--- src/rtl/core/prce_pkg.sv ---
// ----------------------------------------------------------------------------
// prce_pkg
// Shared types, codes and the colour conversion for the palette colour encoder.
// ----------------------------------------------------------------------------
package prce_pkg;

  localparam int PALETTE_ENTRIES = 512;
  localparam int ADDR_W          = $clog2(PALETTE_ENTRIES);
  localparam int COLOR_W         = 16;
  localparam int BLANK_CNT_W     = 4;

  localparam logic [7:0]  CONTROL_MASK = 8'h87;
  localparam logic [15:0] COLOR_MASK   = 16'h7ffe;
  localparam logic [15:0] SPRITE_TAG   = 16'h8000;
  localparam logic [15:0] BG_TAG       = 16'h0001;

  typedef enum logic [1:0] {
    CMD_WRITE  = 2'd0,
    CMD_READ   = 2'd1,
    CMD_LOOKUP = 2'd2,
    CMD_NONE   = 2'd3
  } cmd_t;

  localparam logic [2:0] REG_CONTROL = 3'd0;
  localparam logic [2:0] REG_ADDR_LO = 3'd2;
  localparam logic [2:0] REG_ADDR_HI = 3'd3;
  localparam logic [2:0] REG_DATA_LO = 3'd4;
  localparam logic [2:0] REG_DATA_HI = 3'd5;

  typedef enum logic [1:0] {
    ST_CLEAR,
    ST_IDLE,
    ST_EXEC,
    ST_SWEEP
  } state_t;

  // input beat, last field in the lowest bits
  typedef struct packed {
    logic [ADDR_W-1:0] color_index;
    logic [7:0]        write_data;
    logic [2:0]        reg_addr;
    cmd_t              command;
  } item_t;

  function automatic logic [4:0] level5(input logic [2:0] v);
    logic [4:0] r;
    case (v)
      3'd0:    r = 5'd0;
      3'd1:    r = 5'd4;
      3'd2:    r = 5'd9;
      3'd3:    r = 5'd13;
      3'd4:    r = 5'd18;
      3'd5:    r = 5'd22;
      3'd6:    r = 5'd27;
      default: r = 5'd31;
    endcase
    return r;
  endfunction

  // grb 3:3:3 to blue 14..10, green 9..5, red 4..0, tag bits cleared
  function automatic logic [15:0] grb_to_rgba(input logic [8:0] c);
    logic [15:0] v;
    v = {1'b0, level5(c[2:0]), level5(c[8:6]), level5(c[5:3])};
    return v & COLOR_MASK;
  endfunction

endpackage

--- src/rtl/core/prce_ctrl.sv ---
// ----------------------------------------------------------------------------
// prce_ctrl
// Sequencer: register decode, read-modify-write of the raw palette,
// conversion into the colour palette, blank-slot sweeps and the reset clear.
// ----------------------------------------------------------------------------
module prce_ctrl (
  input  logic                          clk,
  input  logic                          rst,
  input  logic                          s_tvalid,
  output logic                          s_tready,
  input  prce_pkg::item_t               s_item,
  output logic                          m_tvalid,
  input  logic                          m_tready,
  output logic [7:0]                    m_read_data,
  output logic [prce_pkg::COLOR_W-1:0]  m_color,
  // raw palette port
  output logic                          raw_we,
  output logic [prce_pkg::ADDR_W-1:0]   raw_waddr,
  output logic [prce_pkg::COLOR_W-1:0]  raw_wdata,
  output logic                          raw_re,
  output logic [prce_pkg::ADDR_W-1:0]   raw_raddr,
  input  logic [prce_pkg::COLOR_W-1:0]  raw_rdata,
  // converted palette port
  output logic                          cnv_we,
  output logic [prce_pkg::ADDR_W-1:0]   cnv_waddr,
  output logic [prce_pkg::COLOR_W-1:0]  cnv_wdata,
  output logic                          cnv_re,
  output logic [prce_pkg::ADDR_W-1:0]   cnv_raddr,
  input  logic [prce_pkg::COLOR_W-1:0]  cnv_rdata
);

  prce_pkg::state_t                    state, state_next;
  prce_pkg::item_t                     cur;
  logic [prce_pkg::ADDR_W-1:0]         addr, addr_next;
  logic [7:0]                          control_byte, control_byte_next;
  logic [prce_pkg::ADDR_W-1:0]         clear_cnt, clear_cnt_next;
  logic [prce_pkg::BLANK_CNT_W-1:0]    sweep_cnt, sweep_cnt_next;
  logic                                sweep_hi, sweep_hi_next;
  logic [prce_pkg::COLOR_W-1:0]        sweep_val, sweep_val_next;
  logic                                out_valid, out_valid_next;
  logic [7:0]                          out_rd, out_rd_next;
  logic [prce_pkg::COLOR_W-1:0]        out_col, out_col_next;

  logic                                accept;
  logic                                exec_go;
  logic [prce_pkg::COLOR_W-1:0]        conv;

  assign s_tready    = (state == prce_pkg::ST_IDLE);
  assign accept      = s_tvalid && s_tready;
  assign m_tvalid    = out_valid;
  assign m_read_data = out_rd;
  assign m_color     = out_col;

  assign raw_re    = accept;
  assign raw_raddr = addr;
  assign cnv_re    = accept;
  assign cnv_raddr = s_item.color_index;

  // execute waits for the output register to free up
  assign exec_go = (state == prce_pkg::ST_EXEC) && (!out_valid || m_tready);
  assign conv    = prce_pkg::grb_to_rgba({cur.write_data[0], raw_rdata[7:0]});

  always_ff @(posedge clk) begin
    if (rst) begin
      state        <= prce_pkg::ST_CLEAR;
      addr         <= '0;
      control_byte <= '0;
      clear_cnt    <= '0;
      sweep_cnt    <= '0;
      out_valid    <= 1'b0;
    end else begin
      state        <= state_next;
      addr         <= addr_next;
      control_byte <= control_byte_next;
      clear_cnt    <= clear_cnt_next;
      sweep_cnt    <= sweep_cnt_next;
      out_valid    <= out_valid_next;
    end
  end

  always_ff @(posedge clk) begin
    if (accept) begin
      cur <= s_item;
    end
    sweep_hi  <= sweep_hi_next;
    sweep_val <= sweep_val_next;
    out_rd    <= out_rd_next;
    out_col   <= out_col_next;
  end

  always_comb begin
    state_next        = state;
    addr_next         = addr;
    control_byte_next = control_byte;
    clear_cnt_next    = clear_cnt;
    sweep_cnt_next    = sweep_cnt;
    sweep_hi_next     = sweep_hi;
    sweep_val_next    = sweep_val;
    out_valid_next    = out_valid && !m_tready;
    out_rd_next       = out_rd;
    out_col_next      = out_col;
    raw_we            = 1'b0;
    raw_waddr         = addr;
    raw_wdata         = raw_rdata;
    cnv_we            = 1'b0;
    cnv_waddr         = addr;
    cnv_wdata         = conv;

    unique case (state)
      prce_pkg::ST_CLEAR: begin
        raw_we    = 1'b1;
        raw_waddr = clear_cnt;
        raw_wdata = '0;
        cnv_we    = 1'b1;
        cnv_waddr = clear_cnt;
        cnv_wdata = '0;
        clear_cnt_next = clear_cnt + 1'b1;
        if (clear_cnt == prce_pkg::ADDR_W'(prce_pkg::PALETTE_ENTRIES - 1)) begin
          state_next = prce_pkg::ST_IDLE;
        end
      end
      prce_pkg::ST_IDLE: begin
        if (accept) begin
          state_next = prce_pkg::ST_EXEC;
        end
      end
      prce_pkg::ST_EXEC: begin
        if (exec_go) begin
          state_next     = prce_pkg::ST_IDLE;
          out_valid_next = 1'b1;
          out_rd_next    = '0;
          out_col_next   = '0;
          unique case (cur.command)
            prce_pkg::CMD_WRITE: begin
              case (cur.reg_addr)
                prce_pkg::REG_CONTROL:
                  control_byte_next = cur.write_data & prce_pkg::CONTROL_MASK;
                prce_pkg::REG_ADDR_LO: addr_next = {addr[8], cur.write_data};
                prce_pkg::REG_ADDR_HI: addr_next = {cur.write_data[0], addr[7:0]};
                prce_pkg::REG_DATA_LO: begin
                  raw_we    = 1'b1;
                  raw_wdata = {raw_rdata[15:8], cur.write_data};
                end
                prce_pkg::REG_DATA_HI: begin
                  raw_we    = 1'b1;
                  raw_wdata = {cur.write_data, raw_rdata[7:0]};
                  addr_next = addr + 1'b1;
                  if (addr[7:0] == 8'd0) begin
                    // entry 0 or 256 fills every blank slot of its half
                    state_next     = prce_pkg::ST_SWEEP;
                    sweep_cnt_next = '0;
                    sweep_hi_next  = addr[8];
                    sweep_val_next = conv;
                  end else if (addr[8]) begin
                    cnv_we    = 1'b1;
                    cnv_wdata = conv | prce_pkg::SPRITE_TAG;
                  end else if (addr[3:0] != 4'd0) begin
                    cnv_we    = 1'b1;
                    cnv_wdata = conv | prce_pkg::BG_TAG;
                  end
                end
                default: ;
              endcase
            end
            prce_pkg::CMD_READ: begin
              if (cur.reg_addr == prce_pkg::REG_DATA_LO) begin
                out_rd_next = raw_rdata[7:0];
              end else if (cur.reg_addr == prce_pkg::REG_DATA_HI) begin
                out_rd_next = raw_rdata[15:8];
                addr_next   = addr + 1'b1;
              end
            end
            prce_pkg::CMD_LOOKUP: out_col_next = cnv_rdata;
            default: ;
          endcase
        end
      end
      prce_pkg::ST_SWEEP: begin
        cnv_we         = 1'b1;
        cnv_waddr      = {sweep_hi, sweep_cnt, 4'd0};
        cnv_wdata      = sweep_val;
        sweep_cnt_next = sweep_cnt + 1'b1;
        if (sweep_cnt == '1) begin
          state_next = prce_pkg::ST_IDLE;
        end
      end
      default: state_next = prce_pkg::ST_IDLE;
    endcase
  end

endmodule

--- config.mk ---
export PLATFORM = sky130hd
export DESIGN_NAME = prce_ctrl
export DESIGN_NICKNAME = d
export VERILOG_FILES = /design/src/rtl/core/prce_pkg.sv /design/src/rtl/core/prce_ctrl.sv
export SDC_FILE = /design/constraint.sdc
export NUM_CORES = 1
export LEC_CHECK = 0
export BUFFER_PORTS_ARGS = -buffer_cell sky130_fd_sc_hd__buf_2
export CORE_MARGIN = 8
export CORE_UTILIZATION = 40
export DETAILED_ROUTE_END_ITERATION = 12
export PLACE_DENSITY_LB_ADDON = 0.05
export RECOVER_POWER = 50
export SYNTH_ARGS = -nofsm -noshare
export SYNTH_HDL_FRONTEND = slang
export SYNTH_SLANG_ARGS = --single-unit
export TNS_END_PERCENT = 100
--- constraint.sdc ---
create_clock -name clk -period 2.15 [get_ports clk]
set_clock_uncertainty 0.2 [all_clocks]
set_input_delay 0.215 -clock clk [delete_from_list [all_inputs] [get_ports clk]]
set_output_delay 0.215 -clock clk [all_outputs]
set_load 0.03 [all_outputs]
==> results.md, run 1 <==
- Outcome: complete, but fails checks
- Failing checks: negative setup slack
- Final wirelength: 14400 um
- Max_slew headroom: 34.2%
- RePlAce Congestion: 0.815
- Most frequent cells in the layout: buf_2 (60), buf_4 (57), edfxtp_1 (47), clkbuf_1 (43), dlygate4sd3_1 (43)
- PD cells: 556 nW/um^2
- Crit path kind: register to output port
- Reg clk slew, reported paths: 0.08 ns
- DP Wirelength: 9780 um
- Layout net count: 695
- Synthesized cell area: 4090 um^2
- Worst skew pair latency: 0.36 ns
- Max Buffers Root-to-Sink: 2
- Fmax: 400 MHz
- Antenna violations before repair: 0
- Design area: 6460 um^2
- Setup slack after layout: -0.348 ns
- Period utilisation layout: 116%
- Syn Inst Count: 412
- Grt total ovfl: 0
- Sw frac: 29.2%
- Share of cells above drive strength 1: 37.7%
- Die W: 117 um
- First-pass GRT wire length: 21400 um
- Chip Height: 117 um
- Unrepaired setup endpoints after global routing: true
- Largest net degree at the start of global routing: 29
- Core Region: 10100 um^2
- GRT Util Overall: 20.3%
- Worst Path Max Fanout: 8
- Flop pwr share: 42.4%
- Sequential share of the synthesized area: 46.7%
- Final setup viols: 65
- Vias per Instance: 5.30
- Peak VDD IR: 0.274 mV
- Clk Tree Root Cell: clkbuf_8
- IO Port Bufs: 137
- Yosys cell types: 63
- Vias in the first global route: 4018
- Total number of vias: 4070
- Clock Power Share: 33.0%
- Kind of end point of the critical path: output port
- Number of diodes: 0
- Most common cell after layout, fill and taps aside: buf_2
- Req. time, crit path: 1.74 ns
- Tmin final: 2.50 ns
- Min-delay worst type: primary input to register
- Number of remaining DRC errors: 0
- Final Hold Fails: 0
- Total of max-cap violations: 0
- H-tree Lvls: 3
- Die ar.: 13700 um^2
- Initial Util: 40.4%
- Yosys reg bits: 72
- IO Pins: 156
- DRT antenna net count: 0
- Crit start category: register
- Worst slew pin tran: 0.985 ns
- Syn nets: 480
- DR iter-0 viols: 273
- Static Leak: 2.62 nW
- CTS tree: built
- Pre-antenna DRT Iters: 4
- Cell Area, Placed: 5220 um^2
- Post-synth ARST share: 0%
- Row count: 37
- EDFF count, synth: 47
- Yosys warnings: 0
- Final core occ: 63.7%
- Max-slew violations: 0
- Tot Pwr: 0.00359 W
- Psw: 0.00105 W
- Sink Count: 72
- Main synth FF type: edfxtp_1
- Avg Inst Size Synth: 9.93 um^2
- Combinational group share of total power: 24.6%
- Fin Hold WS: 0.0161 ns
- Total negative slack: -10.23 ns
- Cell Int Power: 0.00254 W
- Routed WL per cell: 18.7 um
- Area Growth Syn to Fin: 57.9%
- Arrival @ worst endpoint: 2.08 ns
- Clock buffer count from CTS: 9
## what timing repair did
item / 4_1_cts / 5_1_grt
pin swaps: 20 / 16
cloned: 2 / 2
endpoints found under the setup margin: 51 / 69
buffers inserted: 8 / 9
resized for setup: 93 / 43
hold buffers: 43 / 0
endpoints found under the hold margin: 43 / 0
## power groups by stage
stage          Clock (W)  Combinational [W]  Sequential (W)
2_1_floorplan          0           0.000458         0.00155
3_3_place_gp           0           0.000657         0.00155
3_5_place_dp           0           0.000662         0.00155
4_1_cts          0.00121           0.000841         0.00152
5_1_grt          0.00126           0.000938         0.00152
6_report         0.00119           0.000883         0.00152
## area by class of cell
type                    count  area, um^2
repair buffers            251        1930
fillers                   824        3680
inverters                  14        57.6
clock buffers              10         128
clock inverters             6        85.1
well taps                 136         170
flip-flops and latches     72        1920
multi-input cells         279        2170
## kinds of logic after synthesis
| logic type | synth area share, % |
|---|---|
| AOI/OAI and AO/OA | 20.1 |
| xor gates and xnor gates | 1.28 |
| adders and majority gates | 3.06 |
| buffers and inverters | 7.40 |
| DFF | 46.7 |
| muxes | 3.49 |
| and+or+nand+nor | 18.0 |
## metrics by stage
step                std cells  setup slack (ns)
floorplan                 412           -0.0780
finish                    768            -0.348
detailed placement        688           -0.0673
global route              768            -0.449
global placement          688          -0.00589
CTS                       757            -0.350
## cells in the mapped netlist (all sizes together) (8+ instances only)
library cell	count	area [um^2]
nand2	39	146
dfxtp	25	500
mux2i	12	120
nand3	14	82.6
clkbuf	27	101
and2	19	119
o2bb2ai	10	87.6
ha	10	125
inv	14	52.6
nor2	18	67.6
a22o	17	149
o21ai	28	140
buf	21	149
nor2b	8	50.1
edfxtp	47	1410
a21oi	18	90.1
## per-layer routing
layer | up-vias | global-route usage [%] | wire (um)
met5 | - | 0 | 0
met2 | 154 | 34.0 | 6860
li1 | 1948 | - | -
met1 | 1958 | 25.1 | 6200
met4 | 0 | 5.97 | 196
met3 | 10 | 5.54 | 1100
## state kept, by name, summed over array words and instances, names as in the netlist
register and cells:
raw_raddr 9, cur 13, sweep_hi 1, sweep_cnt 4, clear_cnt 9, m_tvalid 1
sweep_val 9, m_read_data 8, m_color 16, state 2
## final timing paths
kind / start / end / slack (ns) / cells past startpoint
worst min register to register: clear_cnt[1]$_SDFFE_PP0P_ / clear_cnt[1]$_SDFFE_PP0P_ / 0.34 / 2
worst max register to register: cur[1]$_DFFE_PP_ / sweep_val[13]$_DFFE_PP_ / -0.13 / 9
worst max-delay path: cur[1]$_DFFE_PP_ / raw_wdata[3] / -0.35 / 7
worst min-delay path: raw_rdata[8] / m_read_data[0]$_SDFFCE_PN0P_ / 0.02 / 2
## worst max-delay path, stage by stage, from the launching register on
cell       delay (ns)
edfxtp_1         0.44
nor4b_4          0.29
buf_4            0.18
and4b_1          0.21
buf_6            0.15
mux2i_2          0.23
o2bb2ai_2        0.08
buf_6            0.14
Power figures use the tool's default switching activity.
==> inputs of run 2 (changes only) <==
- REMOVE_ABC_BUFFERS: unset -> 1
- SETUP_SLACK_MARGIN: unset -> 0.5
==> results.md, run 2 (synthesis results as in run 1) <==
- Outcome: complete, but fails checks (unchanged)
- Failing checks: negative setup slack (unchanged)
- Crit path kind: register to output port (unchanged)
- FF-to-FF Start: state[1]$_SDFFE_PP0P_ (was cur[1]$_DFFE_PP_)
- Kind of end point of the critical path: output port (unchanged)
- Die ar.: 13700 um^2 (unchanged)
- Initial Util: 40.4% (unchanged)
- Max Buffers Root-to-Sink: 2 (unchanged)
- Fmax: 398 MHz (was 400 MHz)
- Total of max-cap violations: 0 (unchanged)
- Most frequent cells in the layout: buf_6 (80), buf_4 (62), edfxtp_1 (47), dlygate4sd3_1 (46), buf_2 (42) (was buf_2 (60), buf_4 (57), edfxtp_1 (47), clkbuf_1 (43), dlygate4sd3_1 (43))
- Most common cell after layout, fill and taps aside: buf_6 (was buf_2)
- Worst Reg-to-Reg Cells: 10 (was 9)
- GRT Util Overall: 21.6% (was 20.3%)
- Vias per Instance: 5.52 (was 5.30)
- CTS tree: built (unchanged)
- IO Pins: 156 (unchanged)
- Die W: 117 um (unchanged)
- Unrepaired setup endpoints after global routing: true (unchanged)
- Delay-heaviest family, CP: simple AND/OR/NAND/NOR gates (unchanged)
- Req. time, crit path: 1.74 ns (about the same)
- RR Endpoint: clear_cnt[7]$_SDFFE_PP0P_ (was sweep_val[13]$_DFFE_PP_)
- Layout Cells excl Fill: 813 (was 768)
- Slowest CP cell: edfxtp_1 (unchanged)
- Clk Tree Root Cell: clkbuf_8 (unchanged)
- Vias in the first global route: 4297 (was 4018)
- Largest net degree at the start of global routing: 25 (was 29)
- Worst Path Max Fanout: 9 (was 8)
- Total number of vias: 4489 (was 4070)
- Number of diodes: 0 (unchanged)
- H-tree Lvls: 3 (unchanged)
- Share of cells above drive strength 1: 51.7% (was 37.7%)
- Worst Setup SP: cur[0]$_DFFE_PP_ (was cur[1]$_DFFE_PP_)
- Min-delay worst type: primary input to register (unchanged)
- Crit-path cells: nor4b_4 -> buf_4 -> and4b_1 -> buf_12 -> mux2i_1 -> o2bb2ai_1 -> buf_4 (was nor4b_4 -> buf_4 -> and4b_1 -> buf_6 -> mux2i_2 -> o2bb2ai_2 -> buf_6)
- Flop2flop setup slack: -0.12 ns (was -0.13 ns)
- Static Leak: 3.09 nW (was 2.62 nW)
- PD cells: 514 nW/um^2 (was 556 nW/um^2)
- CP Buf/Inv Count: 3 (unchanged)
- Core Region: 10100 um^2 (unchanged)
- CP endpoint: raw_wdata[3] (unchanged)
- Arrival @ worst endpoint: 2.10 ns (was 2.08 ns)
- DP Wirelength: 9620 um (was 9780 um)
- Cell mode on critical path: buf_4 (was buf_6)
- Number of remaining DRC errors: 0 (unchanged)
- Levels on crit path: 7 (unchanged)
- Final Hold Fails: 0 (unchanged)
- Pre-antenna DRT Iters: 5 (was 4)
- Peak VDD IR: 0.373 mV (was 0.274 mV)
- Grt total ovfl: 0 (unchanged)
- Worst skew pair latency: 0.36 ns (about the same)
- First-pass GRT wire length: 22600 um (was 21400 um)
- Setup slack after layout: -0.362 ns (was -0.348 ns)
- Row count: 37 (unchanged)
- Post-Place Cells: 681 (was 688)
- Max-slew violations: 0 (unchanged)
- DRT antenna net count: 0 (unchanged)
- Antenna violations before repair: 0 (unchanged)
- Final wirelength: 16800 um (was 14400 um)
- Chip Height: 117 um (unchanged)
- Reg clk slew, reported paths: 0.08 ns (about the same)
- RePlAce Congestion: 0.809 (was 0.815)
- Max_slew headroom: 61.3% (was 34.2%)
- Worst slew pin tran: 0.578 ns (was 0.985 ns)
- Period utilisation layout: 117% (was 116%)
- CP peak stage delay: 0.43 ns (was 0.44 ns)
- Max FFs per register: 16 (unchanged)
- Final setup viols: 44 (was 65)
- Crit start category: register (unchanged)
- Layout net count: 740 (was 695)
- Tot Pwr: 0.00399 W (was 0.00359 W)
- Routed WL per cell: 20.7 um (was 18.7 um)
- Clock buffer count from CTS: 9 (unchanged)
- Setup WS pre-CTS: -0.0141 ns (was -0.0673 ns)
- Sink Count: 72 (unchanged)
- Area Growth Syn to Fin: 89.4% (was 57.9%)
- IO Port Bufs: 137 (unchanged)
- Fin Hold WS: 0.0987 ns (was 0.0161 ns)
- DR iter-0 viols: 321 (was 273)
- Tmin final: 2.51 ns (was 2.50 ns)
## run 2: changes by cell type in the layout (fill, tap and decap cells not counted), sizes merged
| cell | before | now |
|---|---|---|
| clkinvlp | 1 | 2 |
| o211ai | 3 | 4 |
| clkbuf | 55 | 54 |
| buf | 163 | 204 |
| dlygate4sd3 | 43 | 46 |
| bufinv | 2 | 1 |
| inv | 14 | 16 |
| clkinv | 3 | 2 |
## run 2: layout make-up
type	count	area [um^2]
clock inverter	7	77.6
multi-input combinational	280	2710
clock buffer	9	124
sequential	72	1930
timing repair buffer	295	2670
inverter	14	66.3
tap	136	170
fill	666	2390
## run 2: per-stage QoR
stage          cell area, um^2  utilization [%]  setup TNS, ns
2_1_floorplan             3840                -          -7.32
3_3_place_gp              5080             50.1              0
3_5_place_dp              5080             50.1        -0.0141
4_1_cts                   7070             69.7          -5.97
5_1_grt                   7750             76.4         -10.59
6_report                  7750             76.4          -6.38
## run 2: how the worst min path moves through the flow
stage | from | endpoint | cells past startpoint
after floorplan | rst | clear_cnt[5]$_SDFFE_PP0P_ | 1
after global placement | s_item[9] | cur[9]$_DFFE_PP_ | 1
after detailed placement | s_item[3] | cur[3]$_DFFE_PP_ | 1
after CTS | raw_rdata[6] | m_read_data[6]$_SDFFCE_PN0P_ | 2
after global routing | rst | clear_cnt[2]$_SDFFE_PP0P_ | 2
final | raw_rdata[6] | m_read_data[6]$_SDFFCE_PN0P_ | 2
## run 2: what timing repair did
action / 4_1_cts / 5_1_grt
resized for setup: 250 / 103
cloned: 9 / 2
endpoints found under the hold margin: 45 / 0
buffers inserted: 36 / 23
setup endpoints to repair: 144 / 134
hold buffers: 46 / 0
pin swaps: 45 / 54
## run 2: power by group
| group | total (W) | switching [W] | internal (W) |
|---|---|---|---|
| clock network | 0.00112 | 0.000573 | 0.000548 |
| registers | 0.00152 | 0.0000287 | 0.00150 |
| logic | 0.00134 | 0.000653 | 0.000689 |
| total | 0.00399 | 0.00125 | 0.00273 |
## run 2: worst reg2reg max path, cell delays in order, from the launching register on
cell and delay (ns):
dfxtp_4 0.37, buf_12 0.13, inv_8 0.06, ha_4 0.19, buf_6 0.11, buf_6 0.11, buf_16 0.14, buf_8 0.11
nand4_1 0.17, or3_1 0.44, a21oi_2 0.18
## run 2: per-layer routing
metal	routed length, um	global-route usage [%]	vias to the layer above
met4	431	6.57	0
met2	8230	36.4	232
met5	0	0	-
met3	1310	4.36	40
met1	6850	27.3	2162
li1	-	-	2055
==> inputs of run 3 (changes only) <==
- CORE_ASPECT_RATIO: unset -> 0.75
==> results.md, run 3 (synthesis results as in run 1) <==
- Number of remaining DRC errors: 0 (unchanged)
- Max Buffers Root-to-Sink: 2 (unchanged)
- Worst Path Max Fanout: 9 (unchanged)
- Max_slew headroom: 71.7% (was 61.3%)
- DRT antenna net count: 0 (unchanged)
- Max-slew violations: 0 (unchanged)
- Delay-heaviest family, CP: simple AND/OR/NAND/NOR gates (unchanged)
- WHS Endpoint: m_read_data[5]$_SDFFCE_PN0P_ (was m_read_data[6]$_SDFFCE_PN0P_)
- Area Growth Syn to Fin: 87.2% (was 89.4%)
- Antenna violations before repair: 0 (unchanged)
- RePlAce Congestion: 0.864 (was 0.809)
- Worst slew pin tran: 0.425 ns (was 0.578 ns)
- Die W: 133 um (was 117 um)
- GRT Util Overall: 22.2% (was 21.6%)
- Crit path kind: register to output port (unchanged)
- Largest net degree at the start of global routing: 25 (unchanged)
- Die ar.: 13800 um^2 (was 13700 um^2)
- Row count: 32 (was 37)
- Max FFs per register: 16 (unchanged)
- Unrepaired setup endpoints after global routing: true (unchanged)
- Vias in the first global route: 4561 (was 4297)
- Grt total ovfl: 0 (unchanged)
- IO Port Bufs: 137 (unchanged)
- Tot Pwr: 0.00439 W (was 0.00399 W)
- Failing checks: negative setup slack (unchanged)
- CP peak stage delay: 0.43 ns (about the same)
- Outcome: complete, but fails checks (unchanged)
- Peak VDD IR: 0.473 mV (was 0.373 mV)
- Number of diodes: 0 (unchanged)
- DR iter-0 viols: 345 (was 321)
- Most common cell after layout, fill and taps aside: buf_6 (unchanged)
- Clk Tree Root Cell: clkbuf_16 (was clkbuf_8)
- Worst Hold Depth: 2 (unchanged)
- Initial Util: 40.4% (about the same)
- FF-to-FF Start: cur[1]$_DFFE_PP_ (was state[1]$_SDFFE_PP0P_)
- Chip Height: 104 um (was 117 um)
- Total negative slack: -6.27 ns (was -6.38 ns)
- Static Leak: 3.08 nW (was 3.09 nW)
- Req. time, crit path: 1.74 ns (about the same)
- Share of cells above drive strength 1: 50.6% (was 51.7%)
- Routed WL per cell: 20.1 um (was 20.7 um)
- Most frequent cells in the layout: buf_6 (77), buf_4 (64), edfxtp_1 (47), clkbuf_1 (42), buf_2 (41) (was buf_6 (80), buf_4 (62), edfxtp_1 (47), dlygate4sd3_1 (46), buf_2 (42))
- Worst skew pair latency: 0.34 ns (was 0.36 ns)
- Worst Reg-to-Reg Cells: 9 (was 10)
- Vias per Instance: 5.44 (was 5.52)
- Arrival @ worst endpoint: 2.08 ns (was 2.10 ns)
- RR Endpoint: sweep_val[3]$_DFFE_PP_ (was clear_cnt[7]$_SDFFE_PP0P_)
- Crit-path cells: nor4b_4 -> buf_4 -> and4b_1 -> buf_12 -> mux2i_1 -> o2bb2ai_1 -> buf_4 (unchanged)
- Clock buffer count from CTS: 9 (unchanged)
- Final setup viols: 44 (unchanged)
- Setup slack after layout: -0.349 ns (was -0.362 ns)
- Total number of vias: 4370 (was 4489)
- Fillers: 688 (was 666)
- Kind of end point of the critical path: output port (unchanged)
- Slowest CP cell: edfxtp_1 (unchanged)
- Reg clk slew, reported paths: 0.06 ns (was 0.08 ns)
- PD cells: 573 nW/um^2 (was 514 nW/um^2)
- First-pass GRT wire length: 24700 um (was 22600 um)
- Layout net count: 731 (was 740)
- Flop2flop setup slack: -0.08 ns (was -0.12 ns)
- Tmin final: 2.50 ns (was 2.51 ns)
- Final Hold Fails: 0 (unchanged)
- Hold path startpoint: raw_rdata[13] (was raw_rdata[6])
- DP Wirelength: 9990 um (was 9620 um)
- H-tree Lvls: 3 (unchanged)
- Period utilisation layout: 116% (was 117%)
- Crit start category: register (unchanged)
- CP Buf/Inv Count: 3 (unchanged)
- Total of max-cap violations: 0 (unchanged)
- Min-delay worst type: primary input to register (unchanged)
- IO Pins: 156 (unchanged)
- Fmax: 400 MHz (was 398 MHz)
- Pre-antenna DRT Iters: 4 (was 5)
- CTS tree: built (unchanged)
- Final wirelength: 16200 um (was 16800 um)
- Sink Count: 72 (unchanged)
- Cell mode on critical path: buf_4 (unchanged)
- Core Region: 10100 um^2 (about the same)
## run 3: cell count changes in the layout (fill, tap and decap cells not counted), sizes merged
| cell | previous run | this run |
|---|---|---|
| buf | 204 | 202 |
| bufinv | 1 | 2 |
| clkbuf | 54 | 52 |
| clkinv | 2 | 3 |
| clkinvlp | 2 | 3 |
| dlygate4sd3 | 46 | 40 |
| inv | 16 | 13 |
| nor2b | 8 | 9 |
## run 3: area by class of cell
type,count,area (um^2),area share (%)
clock buffers,9,225,2.94
clock inverters,7,96.3,1.26
inverters,14,58.8,0.768
multi-input cells,281,2640,34.4
flip-flops and latches,72,1920,25.1
well taps,136,170,2.22
repair buffers,285,2550,33.3
## run 3: stage by stage
step	util [%]	instances	hold slack (ns)	setup WS, ns	area (um^2)
2_1_floorplan	-	364	0.0841	-0.465	3840
3_3_place_gp	50.3	685	0.193	0.0270	5090
3_5_place_dp	50.3	685	0.193	-0.0140	5090
4_1_cts	70.6	787	0.00272	-0.342	7150
5_1_grt	75.6	804	0.00622	-0.448	7660
6_report	75.6	804	0.00721	-0.349	7660
## run 3: report_power, final
part	leakage, nW	total (W)	internal [W]	switching [W]
clock	0.149	0.00161	0.00102	0.000593
sequential	0.626	0.00153	0.00150	0.0000288
combinational	2.31	0.00126	0.000637	0.000620
total	3.08	0.00439	0.00315	0.00124
## run 3: repair_timing
| item | 4_1_cts | 5_1_grt |
|---|---|---|
| setup endpoints to repair | 144 | 150 |
| resized for setup | 255 | 78 |
| setup buffers | 37 | 15 |
| cloned | 9 | 2 |
| endpoints found under the hold margin | 40 | 0 |
| hold buffers | 40 | 0 |
| pin swaps | 62 | 37 |
## run 3: how the worst max path moves through the flow
stage	startpoint	endpoint	cells after the start
after floorplan	cur[3]$_DFFE_PP_	cnv_wdata[0]	3
after global placement	cur[1]$_DFFE_PP_	raw_wdata[4]	7
after detailed placement	cur[1]$_DFFE_PP_	raw_wdata[6]	7
after CTS	cur[1]$_DFFE_PP_	raw_wdata[3]	7
after global routing	cur[1]$_DFFE_PP_	raw_wdata[1]	7
final	cur[1]$_DFFE_PP_	raw_wdata[3]	7
## run 3: per-layer routing
layer	global-route usage (%)	share of wire, %	up-vias
met5	0	0	-
li1	-	-	2040
met4	5.82	1.5	0
met1	28.3	44	2130
met2	36.1	48	176
met3	6.13	7.4	24
## run 3: worst reg2reg max path: cells and delay by family, from the launching register on
kind | cells | cell delay (ns)
buf+inv | 6 | 0.81
simple gates | 3 | 0.52
flops | 1 | 0.43
